<file path="src/rtl/rme_pkg.sv">
// Shared types, constants and tables for the rotation matrix to Euler angles block.
package rme_pkg;

   // Default sizes
   localparam int COEFF_WIDTH_DEF   = 18;
   localparam int ANGLE_WIDTH_DEF   = 24;
   localparam int CORDIC_STAGES_DEF = 18;

   // Fixed internal widths
   localparam int CONV_W     = 4;
   localparam int ZW         = 34;  // angle accumulator, Q30 radians
   localparam int SQRT_N_W   = 64;  // radicand
   localparam int SQRT_Q_W   = 32;  // root
   localparam int SQRT_R_W   = 34;  // partial remainder
   localparam int SQRT_STEPS = SQRT_N_W / 2;
   localparam int PIV_W      = 17;  // pivot magnitude below 1.0
   localparam int SQ_W       = 2 * PIV_W;
   localparam int DEG_W      = 30;
   localparam int RAD_W      = ZW - 13;
   localparam int ENC_W      = 25;

   localparam logic signed [ZW-1:0] PI_Q30      = 34'sd3373259426;
   localparam logic signed [ZW-1:0] HALF_PI_Q30 = 34'sd1686629713;
   localparam logic [DEG_W-1:0]     DEG_SCALE   = 30'd961263669;
   localparam logic [SQ_W-1:0]      ONE_SQ      = 34'h1_0000_0000;

   // Convention codes
   localparam logic [CONV_W-1:0] CONV_XYZ = 4'd0;
   localparam logic [CONV_W-1:0] CONV_XZY = 4'd1;
   localparam logic [CONV_W-1:0] CONV_YXZ = 4'd2;
   localparam logic [CONV_W-1:0] CONV_YZX = 4'd3;
   localparam logic [CONV_W-1:0] CONV_ZXY = 4'd4;
   localparam logic [CONV_W-1:0] CONV_ZYX = 4'd5;
   localparam logic [CONV_W-1:0] CONV_XYX = 4'd6;
   localparam logic [CONV_W-1:0] CONV_XZX = 4'd7;
   localparam logic [CONV_W-1:0] CONV_YXY = 4'd8;
   localparam logic [CONV_W-1:0] CONV_YZY = 4'd9;
   localparam logic [CONV_W-1:0] CONV_ZXZ = 4'd10;
   localparam logic [CONV_W-1:0] CONV_ZYZ = 4'd11;

   // Middle angle function
   typedef enum logic [1:0] {
      KIND_ASIN,
      KIND_ASIN_NEG,
      KIND_ACOS
   } kind_type;

   // atan2 argument special cases
   typedef enum logic [1:0] {
      SP_NONE,
      SP_ZERO,
      SP_PI
   } special_type;

   // Matrix operand: +-(index+1), index row-major 0..8
   typedef logic signed [4:0] code_type;

   typedef struct packed {
      code_type piv;
      kind_type kind;
      code_type a1_y;
      code_type a1_x;
      code_type a3_y;
      code_type a3_x;
      code_type lk_y;
      code_type lk_x;
   } conv_type;

   typedef struct packed {
      logic     bad;
      logic     lock_pos;
      logic     lock_neg;
      kind_type kind;
   } flags_type;

   function automatic logic conv_is_valid(input logic [CONV_W-1:0] c);
      return c <= CONV_ZYZ;
   endfunction

   // Per-convention pivot, middle angle kind and atan2 operand pairs
   function automatic conv_type conv_entry(input logic [CONV_W-1:0] c);
      conv_type e;
      unique case (c)
         CONV_XYZ: e = '{ 5'sd3, KIND_ASIN,     -5'sd6,  5'sd9, -5'sd2,  5'sd1,  5'sd4,  5'sd5};
         CONV_XZY: e = '{ 5'sd2, KIND_ASIN_NEG,  5'sd8,  5'sd5,  5'sd3,  5'sd1, -5'sd7,  5'sd9};
         CONV_YXZ: e = '{ 5'sd6, KIND_ASIN_NEG,  5'sd3,  5'sd9,  5'sd4,  5'sd5, -5'sd2,  5'sd1};
         CONV_YZX: e = '{ 5'sd4, KIND_ASIN,     -5'sd7,  5'sd1, -5'sd6,  5'sd5,  5'sd8,  5'sd9};
         CONV_ZXY: e = '{ 5'sd8, KIND_ASIN,     -5'sd2,  5'sd5, -5'sd7,  5'sd9,  5'sd3,  5'sd1};
         CONV_ZYX: e = '{ 5'sd7, KIND_ASIN_NEG,  5'sd4,  5'sd1,  5'sd8,  5'sd9, -5'sd6,  5'sd5};
         CONV_XYX: e = '{ 5'sd1, KIND_ACOS,      5'sd4, -5'sd7,  5'sd2,  5'sd3, -5'sd6,  5'sd5};
         CONV_XZX: e = '{ 5'sd1, KIND_ACOS,      5'sd7,  5'sd4,  5'sd3, -5'sd2,  5'sd8,  5'sd9};
         CONV_YXY: e = '{ 5'sd5, KIND_ACOS,      5'sd2,  5'sd8,  5'sd4, -5'sd6,  5'sd3,  5'sd1};
         CONV_YZY: e = '{ 5'sd5, KIND_ACOS,      5'sd8, -5'sd2,  5'sd6,  5'sd4, -5'sd7,  5'sd9};
         CONV_ZXZ: e = '{ 5'sd9, KIND_ACOS,      5'sd3, -5'sd6,  5'sd7,  5'sd8, -5'sd2,  5'sd1};
         CONV_ZYZ: e = '{ 5'sd9, KIND_ACOS,      5'sd6,  5'sd3,  5'sd8, -5'sd7,  5'sd4,  5'sd5};
         default:  e = '{ 5'sd1, KIND_ACOS,      5'sd1,  5'sd1,  5'sd1,  5'sd1,  5'sd1,  5'sd1};
      endcase
      return e;
   endfunction

   // atan(2^-i) in Q30
   function automatic logic signed [ZW-1:0] atan_q30(input int unsigned i);
      logic signed [ZW-1:0] t;
      case (i)
         0:  t = 34'sh3243F6A8;
         1:  t = 34'sh1DAC6705;
         2:  t = 34'sh0FADBAFC;
         3:  t = 34'sh07F56EA6;
         4:  t = 34'sh03FEAB76;
         5:  t = 34'sh01FFD55B;
         6:  t = 34'sh00FFFAAA;
         7:  t = 34'sh007FFF55;
         8:  t = 34'sh003FFFEA;
         9:  t = 34'sh001FFFFD;
         10: t = 34'sh000FFFFF;
         11: t = 34'sh0007FFFF;
         12: t = 34'sh0003FFFF;
         13: t = 34'sh0001FFFF;
         14: t = 34'sh0000FFFF;
         15: t = 34'sh00007FFF;
         16: t = 34'sh00003FFF;
         17: t = 34'sh00001FFF;
         18: t = 34'sh00000FFF;
         19: t = 34'sh000007FF;
         20: t = 34'sh000003FF;
         21: t = 34'sh000001FF;
         22: t = 34'sh000000FF;
         23: t = 34'sh0000007F;
         24: t = 34'sh0000003F;
         25: t = 34'sh0000001F;
         26: t = 34'sh0000000F;
         27: t = 34'sh00000008;
         28: t = 34'sh00000004;
         29: t = 34'sh00000002;
         30: t = 34'sh00000001;
         default: t = '0;
      endcase
      return t;
   endfunction

endpackage

</file>
<file path="src/rtl/rme_encode.sv">
// Two-stage angle encoder: Q30 radians to output radians or degrees, saturated.
module rme_encode #(
   parameter int ANGLE_WIDTH = 24
) (
   input  logic                           clock,
   input  logic                           en,
   input  logic                           deg_mode,
   input  logic signed [rme_pkg::ZW-1:0]  angle_z,
   output logic signed [ANGLE_WIDTH-1:0]  angle_ff
);
   import rme_pkg::*;

   localparam int LOW_W = 17;
   localparam int HI_W  = ZW - LOW_W;
   localparam int EW    = ((ANGLE_WIDTH > ENC_W) ? ANGLE_WIDTH : ENC_W) + 1;

   logic signed [ZW:0]                zr;
   logic signed [RAD_W-1:0]           rad_in;
   logic signed [RAD_W-1:0]           rad_ff;
   logic signed [HI_W+DEG_W:0]        ph_in;
   logic signed [HI_W+DEG_W:0]        ph_ff;
   logic [LOW_W+DEG_W-1:0]            pl_in;
   logic [LOW_W+DEG_W-1:0]            pl_ff;
   logic                              deg_mode_ff;
   logic signed [63:0]                dsum;
   logic signed [ENC_W-1:0]           val;
   logic signed [EW-1:0]              ext;
   logic signed [EW-1:0]              lim_hi;
   logic signed [EW-1:0]              lim_lo;
   logic signed [ANGLE_WIDTH-1:0]     angle_in;

   // Stage A: radian rounding and degree partial products
   assign zr     = $signed({angle_z[ZW-1], angle_z}) + (ZW+1)'(8192);
   assign rad_in = zr[ZW -: RAD_W];
   assign ph_in  = $signed(angle_z[ZW-1:LOW_W]) * $signed({1'b0, DEG_SCALE});
   assign pl_in  = angle_z[LOW_W-1:0] * DEG_SCALE;

   always_ff @(posedge clock) begin
      if (en) begin
         rad_ff      <= rad_in;
         ph_ff       <= ph_in;
         pl_ff       <= pl_in;
         deg_mode_ff <= deg_mode;
      end
   end

   // Stage B: combine, round and saturate
   assign dsum = (64'(ph_ff) <<< LOW_W) + $signed(64'(pl_ff)) + (64'sd1 <<< 38);
   assign val  = deg_mode_ff ? dsum[63 -: ENC_W]
                             : $signed({{(ENC_W-RAD_W){rad_ff[RAD_W-1]}}, rad_ff});
   assign ext    = $signed({{(EW-ENC_W){val[ENC_W-1]}}, val});
   assign lim_hi = $signed({{(EW-ANGLE_WIDTH+1){1'b0}}, {(ANGLE_WIDTH-1){1'b1}}});
   assign lim_lo = ~lim_hi;

   always_comb begin
      if (ext > lim_hi) begin
         angle_in = lim_hi[ANGLE_WIDTH-1:0];
      end else if (ext < lim_lo) begin
         angle_in = lim_lo[ANGLE_WIDTH-1:0];
      end else begin
         angle_in = ext[ANGLE_WIDTH-1:0];
      end
   end

   always_ff @(posedge clock) begin
      if (en) begin
         angle_ff <= angle_in;
      end
   end

endmodule

</file>
<file path="config.mk">
export PLATFORM = sky130hd
export DESIGN_NAME = rme_encode
export DESIGN_NICKNAME = d
export VERILOG_FILES = /design/src/rtl/rme_pkg.sv /design/src/rtl/rme_encode.sv
export SDC_FILE = /design/constraint.sdc
export NUM_CORES = 1
export LEC_CHECK = 0
export ABC_AREA = 1
export BUFFER_PORTS_ARGS = -buffer_cell sky130_fd_sc_hd__buf_2
export CAP_MARGIN = 20
export CORE_MARGIN = 3
export CORE_UTILIZATION = 65
export DETAILED_ROUTE_END_ITERATION = 8
export PLACE_DENSITY = 0.82
export SLEW_MARGIN = 30
export SYNTH_ARGS = -nofsm -noshare
export SYNTH_HDL_FRONTEND = slang
export SYNTH_SLANG_ARGS = --single-unit
</file>
<file path="constraint.sdc">
create_clock -name clock -period 7.25 [get_ports clock]
set_input_delay 0.3625 -clock clock [delete_from_list [all_inputs] [get_ports clock]]
set_output_delay 0.3625 -clock clock [all_outputs]
set_load 0.01 [all_outputs]
</file>
Yosys cells after proc, flatten, opt, wreduce, memory -nomap -nowiden
Index checks and enable logic that the tools add are counted.

operators by class
  $add $sub $neg = 3
  multiply operators = 2
  order comparisons = 2
  mux-type cells = 2

operators by type and width
  kind                                                                                count
  64-bit by 40-bit adder with 64-bit output (second input constant)                   1
  64-bit by 48-bit adder with 64-bit output                                           1
  17-bit by 30-bit multiplier with 47-bit output (second input constant)              1
  17-bit by 31-bit multiplier with 47-bit output (second input constant)              1
  34-bit by 15-bit adder with 35-bit output (second input constant)                   1
  25-bit by 24-bit greater-than comparator with 1-bit output (second input constant)  1
  25-bit by 24-bit less-than comparator with 1-bit output (second input constant)     1
  25-bit 2-to-1 mux                                                                   1
  24-bit 2-to-1 mux                                                                   1

storage, ports and cells
  register bits after elaboration = 140
  input bits = 37
  output and inout bits = 24
  logic and storage cells = 14

Depth between registers and ports, before layout
Gate-level depths: netlist of the first run.

  depth in word-level cells = 5
  mapped depth = 26
  gate-level depth less buffers = 25

Least setup slack after synthesis of the first run
No wires, ideal clock.

  path type = input to register
  start point = input angle_z[5] in the netlist's numbering
  end point = register pl_ff[43] (data pin)
  setup time = 265 ps
  arrival time = 5143 ps
  required time = 6985 ps
  path slack = 1842 ps
  cell stages on the path = 21
  path buffers = 0
  path through = fa_1 -> inv_1 -> fa_1 -> fa_1 -> inv_1 -> fa_1 -> inv_1 -> fa_1 -> fa_1 -> inv_1 -> ha_1 -> nand2_1 -> nor3_1 -> and3_1 -> a21oi_1 -> o21bai_1 -> nand2_1 -> nand2_1 -> inv_1 -> o21ai_0 -> xor2_1

between the ends
  word-level cells in the longest chain between the ends = 1

ends and longest elaborated chain
  item                                            line              RTL
  start, declared                                 rme_encode.sv:8   input logic signed [rme_pkg::ZW-1:0] angle_z,
  17-bit by 30-bit multiplier with 47-bit output  rme_encode.sv:36  assign pl_in = angle_z[LOW_W-1:0] * DEG_SCALE;
  via pl_in[43]                                   rme_encode.sv:22  logic [LOW_W+DEG_W-1:0] pl_in;
  end signal, assigned                            rme_encode.sv:42  pl_ff <= pl_in;
  end, declared                                   rme_encode.sv:23  logic [LOW_W+DEG_W-1:0] pl_ff;

The timed path passes the listed nets, and every way through them passes these cells.
A chain may end at the register's enable or synchronous reset.

Final worst setup path of the first run
  start point = input angle_z[15] in the netlist's numbering
  end point = register pl_ff[46] (data pin)

Same word-level chain as after synthesis.

==> impl_metrics.csv, run 1 <==
group,metric,value,unit
status,status,"finished, final reports clean",
worst_setup_path,crit_arrival,6.28,ns
grt,grt_start_max_net_pins,74,
placement,gp_congestion,1.098,
cells_and_area,syn2layout_area_growth,5.820,%
route,first_pass_iters,6,
synthesis,syn_area_per_cell,8.479,µm²
grt,grt_overflow,0,
cts,cts_resized,0,
route,wl_per_cell,20.99,µm
cells_and_area,layout_common_cells,"812 x inv_1, 516 x nand2_1, 442 x ha_1",
cts,postCtsSetupBuffers,0,
route,via_per_inst,5.750,
route,finalWirelength,75570,µm
floorplanning,core_area,0.03811,mm²
worst_setup_path,path_class,"input pin to register",
worst_setup_path,regToRegStartpoint,"pl_ff[45]$_DFFE_PP_",
route,drt_iter0_drc,1956,
synthesis,yosys-top-cells-area,"fa_1 27%, ha_1 22%, edfxtp_1 14%",
worst_setup_path,cp_max_fo,10,
timing,timing.final.crit_share,83.85,%
synthesis,synth_compound_area_share,5.795,%
worst_hold_path,hold_depth,1,
synthesis,synth_fp_nets,3825,
timing,hold_viol,0,
synthesis,synth_top_area_share,26.79,%
cts,clkTransAtPathRegs,0.08,ns
synthesis,synth_edf_count,123,
timing,setup_tns,0,ns
timing,clock_skew,0.01317,ns
floorplanning,die_area,0.04161,mm²
grt,grt_pass1_vias,20900,
placement,io_buffers,60,
worst_hold_path,hold_path_class,"input pin to register",
synthesis,syn_area,0.02548,mm²
synthesis,yosys_warnings,0,
cts,ctsHoldBuffers,0,
route,drc,0,
job,cap_violations,0,
route,num_vias,20700,
synthesis,synthAdderAreaFrac,48.50,%
cells_and_area,final_common_cell,"inv_1",
synthesis,synth_top_area_cell,"fa_1",
worst_hold_path,whs_endpoint,"deg_mode_ff$_DFFE_PP_",
cells_and_area,drive_above_1_share,5.665,%
synthesis,synth-xor-area-share,3.369,%
cells_and_area,nets,3896,
cts,cts_made_buffers,17,
cells_and_area,final_cells,3600,
worst_setup_path,required,7.45,ns
worst_setup_path,r2r_slack,3.42,ns
grt,antenna_found_initial,3,
synthesis,synth_cell_types,46,
cts,cts_buffer_depth,2,
placement,placed_area,0.02636,mm²
floorplanning,die_height,204.0,µm
placement,dp_cells,3568,
synthesis,synth-seq-cells,123,
cts,htreeDepth,4,
timing,slew_violations,0,
route,ant_nets,0,
timing,tightest_slew,0.9043,ns
synthesis,async_reset_ff_share,0,%
floorplanning,start_util,66.85,%
timing,setup_viol,0,
synthesis,yosys_most_used_dff,"edfxtp_1",
grt,grt_pass1_wl,116700,µm
floorplanning,rows,71,
worst_setup_path,reg2reg_to,"angle_ff[9]$_SDFFCE_PN1P_",
timing,period_needed,6.079,ns
cells_and_area,final_cell_area,0.02696,mm²
placement,dp_hpwl,66290,µm
synthesis,yosysSeqAreaShare,14.50,%
floorplanning,die_w,204.0,µm
cts,insertion_delay,0.44,ns
timing,fmax,164.5,MHz
timing,rsz0062_at_grt,"no",
cts,cts_tree,"built",
floorplanning,ios,61,
cts,clock-sinks,123,
worst_setup_path,cp-end-kind,"register",
synthesis,synth_top_family_by_area,"adder cells",
synthesis,synthCells,3005,
synthesis,synth_mux_area_share,0,%
worst_setup_path,cp-start-kind,"input pin",
timing,slew_headroom,39.07,%
cells_and_area,num_antenna_cells,0,
worst_hold_path,worstHoldStart,"deg_mode",
cts,cts-root-buf,"clkbuf_16",
grt,grt.total_usage,37.11,%
worst_setup_path,rr_worst_depth,19,
synthesis,synthSimpleGateAreaFrac,15.46,%
==> routing by layer <==
metal / up-vias / part of all wire [%] / routed length [µm] / global-route usage (%)
met5: - / 0.057 / 43 / 0
met4: 6 / 2.6 / 1970 / 8.897
met3: 154 / 11 / 8539 / 11.07
met2: 1037 / 42 / 31500 / 54.06
met1: 10060 / 44 / 33520 / 54.85
li1: 9444 / - / - / -
==> worst max path at each step <==
stage | from | end | slack [ns] | depth (start not counted)
global route | angle_z[6] | pl_ff[43]$_DFFE_PP_ | 0.95 | 22
global placement | angle_z[15] | pl_ff[46]$_DFFE_PP_ | 0.73 | 21
floorplan | angle_z[5] | pl_ff[43]$_DFFE_PP_ | 1.84 | 21
finish | angle_z[15] | pl_ff[46]$_DFFE_PP_ | 1.17 | 21
CTS | angle_z[15] | pl_ff[46]$_DFFE_PP_ | 1.15 | 21
detailed placement | angle_z[15] | pl_ff[46]$_DFFE_PP_ | 0.68 | 21
==> cells by family after synthesis <==
kind of cell             count (synthesis)
flip-flops                             123
AO/OA/AOI/OAI                          260
XOR/XNOR                                98
buffers and inverters                  830
AND/OR/NAND/NOR                        911
adder cells (fa/ha/maj)                783
==> registers in the layout (all words and copies together), names as in the netlist <==
name,count
ph_ff,47
rad_ff,21
angle_ff,24
deg_mode_ff,1
pl_ff,30
==> cells in the mapped netlist (3+ instances only) <==
| cell | instances |
|---|---|
| nor4_1 | 5 |
| or2_2 | 11 |
| nand3b_1 | 13 |
| o211ai_1 | 3 |
| clkbuf_1 | 4 |
| a21boi_0 | 3 |
| xnor2_1 | 29 |
| nor3_2 | 4 |
| ha_1 | 442 |
| edfxtp_1 | 123 |
| nor3_1 | 15 |
| nand2_2 | 29 |
| o221ai_1 | 3 |
| nor2_4 | 4 |
| inv_1 | 812 |
| nand2_1 | 516 |
| nor2_1 | 164 |
| a221oi_1 | 3 |
| a21oi_2 | 5 |
| o21a_1 | 10 |
| o21ai_0 | 59 |
| inv_2 | 5 |
| fa_1 | 341 |
| o21bai_1 | 16 |
| a21o_1 | 7 |
| o21ai_1 | 3 |
| a21oi_1 | 126 |
| a31oi_1 | 18 |
| nor2_2 | 16 |
| buf_2 | 5 |
| xor2_1 | 69 |
| nand3_1 | 93 |
| nand4_1 | 30 |
==> final cells by class <==
cell class | count | area, µm²
multi-input cells | 2052 | 18630
fillers | 2970 | 11150
flip-flops and latches | 123 | 3694
inverters | 819 | 3074
well taps | 511 | 639.4
clock buffers | 17 | 425.4
repair buffers | 63 | 325.3
clock inverters | 15 | 172.7
==> worst max-delay path, cell delays in order <==
cell     delay [ns]
buf_2          0.27
inv_1          0.17
ha_1           0.37
inv_1          0.25
fa_1           0.49
fa_1           0.46
fa_1           0.52
fa_1           0.55
inv_1          0.06
fa_1           0.54
inv_1          0.04
ha_1           0.35
a21oi_1        0.23
inv_1          0.07
a31oi_1        0.44
o21ai_0        0.24
a21oi_1        0.16
o21ai_1        0.31
nand4_1        0.17
nand2_1        0.08
xor2_1         0.14
==> per-stage QoR <==
| stage | utilization (%) | worst slack [ns] | hold WS, ns |
|---|---|---|---|
| finish | 70.74 | 1.171 | 0.1006 |
| CTS | 70.74 | 1.146 | 0.08909 |
| detailed placement | 69.18 | 0.6809 | 0.5409 |
| global route | 70.74 | 0.9501 | 0.09538 |
| global placement | 69.18 | 0.7277 | 0.5428 |
| floorplan | - | 1.842 | 0.4614 |
Power of run 1 is not shown: default switching activity piles up to over one toggle a cycle in this logic, so the estimate is an artifact.
==> inputs of run 2 (changes only) <==
--- a/config.mk
+++ b/config.mk
@@ -9,9 +9,9 @@
 export BUFFER_PORTS_ARGS = -buffer_cell sky130_fd_sc_hd__buf_2
 export CAP_MARGIN = 20
 export CORE_MARGIN = 3
-export CORE_UTILIZATION = 65
+export CORE_UTILIZATION = 60
 export DETAILED_ROUTE_END_ITERATION = 8
-export PLACE_DENSITY = 0.82
+export PLACE_DENSITY = 0.8
 export SLEW_MARGIN = 30
 export SYNTH_ARGS = -nofsm -noshare
 export SYNTH_HDL_FRONTEND = slang
==> constraint.sdc (replaced) <==
create_clock -name clock -period 4.89 [get_ports clock]
set_input_delay 0.2445 -clock clock [delete_from_list [all_inputs] [get_ports clock]]
set_output_delay 0.2445 -clock clock [all_outputs]
set_load 0.01 [all_outputs]
==> run 2 against run 1 <==
Effect of this change:
- the flow now finishes with violations (setup timing)
- setup slack worse by 1.4 ns
- clock skew about the same
- critical path type unchanged
- count of clock-buffer cells in the layout up 2
- global-route usage up 0.35 points
- final cell count up 14%
- sequential cell count unchanged
==> impl_metrics.csv, run 2 (synthesized netlist as in run 1, its figures left out) <==
group,metric,value,unit
status,status,"finished with violations",
status,violations,"setup timing",
cells_and_area,utilization,78.97,%
worst_setup_path,path_class,"input pin to register",
route,wl_per_cell,21.55,µm
cells_and_area,drive_above_1_share,27.33,%
worst_hold_path,whs_endpoint,"ph_ff[0]$_DFFE_PP_",
cts,cts_made_buffers,17,
worst_setup_path,cp-start-kind,"input pin",
timing,tightest_slew,0.9734,ns
cells_and_area,syn2layout_area_growth,28.29,%
placement,dp_hpwl,73140,µm
worst_setup_path,r2r_slack,1.19,ns
placement,io_buffers,60,
route,finalWirelength,88440,µm
grt,grt_pass1_wl,127100,µm
floorplanning,die_w,212.1,µm
timing,setup_ws,-0.1828,ns
route,via_per_inst,5.650,
timing,slew_headroom,34.60,%
timing,slew_violations,0,
grt,grt_overflow,0,
worst_hold_path,hold_path_class,"input pin to register",
timing,hold_viol,0,
grt,grt_start_max_net_pins,65,
worst_setup_path,reg2reg_to,"angle_ff[20]$_SDFFCE_PN1P_",
worst_setup_path,rr_worst_depth,17,
cts,insertion_delay,0.43,ns
route,drt_iter0_drc,2480,
floorplanning,start_util,61.56,%
timing,rsz0062_at_grt,"yes",
grt,grt_pass1_vias,22770,
cts,htreeDepth,4,
placement,gp_congestion,1.107,
cells_and_area,largest_reg_flops,47,
placement,dp_slack,-1.001,ns
floorplanning,core_area,0.04139,mm²
floorplanning,die_height,212.1,µm
cts,cts_tree,"built",
floorplanning,die_area,0.04497,mm²
route,first_pass_iters,8,
route,num_vias,23180,
cells_and_area,final_cells,4103,
cts,cts-root-buf,"clkbuf_16",
worst_setup_path,regToRegStartpoint,"ph_ff[8]$_DFFE_PP_",
grt,use_met1,54.17,%
cts,cts_buffer_depth,2,
cts,clkTransAtPathRegs,0.06,ns
worst_setup_path,crit_arrival,5.25,ns
placement,placed_area,0.03002,mm²
cells_and_area,nets,4379,
cells_and_area,multi_input_area,0.02054,mm²
timing,period_needed,5.073,ns
grt,antenna_found_initial,1,
worst_hold_path,hold_depth,2,
grt,use_met3,9.872,%
cells_and_area,largestRegisters,"ph_ff x47, pl_ff x30, angle_ff x24",
cells_and_area,largest_register,"ph_ff",
cells_and_area,fill_cells,2692,
timing,timing.final.crit_share,103.7,%
placement,dp_cells,4036,
timing,setup_viol,21,
cells_and_area,ff_latch_area,0.003694,mm²
cts,clock-sinks,123,
grt,grt.total_usage,37.46,%
worst_hold_path,worstHoldStart,"angle_z[17]",
cells_and_area,final_cell_area,0.03269,mm²
timing,fmax,197.1,MHz
grt,busiest_layer,"met2",
route,ant_nets,0,
worst_setup_path,cp-end-kind,"register",
route,drc,0,
worst_setup_path,cp_max_fo,6,
cells_and_area,num_antenna_cells,0,
floorplanning,rows,74,
timing,clock_skew,0.01276,ns
grt,grt_use_met2,56.85,%
job,cap_violations,0,
cells_and_area,final_common_cell,"inv_1",
floorplanning,ios,61,
cells_and_area,layout_common_cells,"775 x inv_1, 484 x nand2_1, 466 x buf_4",
worst_setup_path,required,5.07,ns
run 2: final cells by class:
type | instances | share of cell area (%)
clock buffer | 19 | 1.325
clock inverter | 12 | 0.3828
inverter | 819 | 9.406
multi-input combinational | 2052 | 62.85
sequential | 123 | 11.30
tap | 532 | 2.037
timing repair buffer | 546 | 12.70
run 2: stage by stage:
| stage | TNS, ns | hold slack, ns |
|---|---|---|
| CTS | -0.3057 | 0.2490 |
| global placement | -24.74 | 0.4264 |
| finish | -1.341 | 0.2759 |
| global route | -5.860 | 0.2682 |
| floorplan | -0.06070 | 0.3434 |
| detailed placement | -29.61 | 0.4314 |
run 2: worst max-delay path, cell delays in order:
cell	delay (ns)
buf_2	0.10
buf_4	0.17
ha_2	0.40
ha_1	0.26
buf_4	0.14
ha_1	0.26
inv_1	0.05
fa_1	0.48
fa_1	0.51
fa_1	0.58
inv_1	0.06
ha_1	0.37
nand2_1	0.19
nor2_1	0.10
nor2_1	0.24
buf_4	0.16
a21oi_1	0.07
o21ai_0	0.25
o211ai_1	0.13
buf_4	0.18
buf_4	0.13
xor2_1	0.14
run 2: routing by layer:
layer  part of all wire [%]  vias to the layer above
met5                  0.019                        -
met1                     41                    11220
met2                     44                     1262
met4                    4.0                        2
li1                       -                    10430
met3                     11                      262
run 2: worst max path at each step:
stage | start | to | slack (ns) | cells after the start
floorplan | angle_z[7] | pl_ff[43]$_DFFE_PP_ | -0.06 | 21
global placement | angle_z[26] | ph_ff[41]$_DFFE_PP_ | -0.90 | 21
detailed placement | angle_z[26] | ph_ff[41]$_DFFE_PP_ | -1.00 | 21
CTS | angle_z[28] | ph_ff[41]$_DFFE_PP_ | -0.14 | 20
global route | angle_z[31] | ph_ff[41]$_DFFE_PP_ | -0.29 | 23
finish | angle_z[21] | ph_ff[41]$_DFFE_PP_ | -0.18 | 22
run 2: what timing repair did:
action | in CTS | in global routing
endpoints found under the setup margin | 40 | 52
pin swaps | 58 | 119
buffers inserted | 11 | 25
hold buffers | 1 | 0
cloned | 0 | 0
resized for setup | 147 | 292
endpoints found under the hold margin | 1 | 0
Power of run 2 is left out for the same reason.
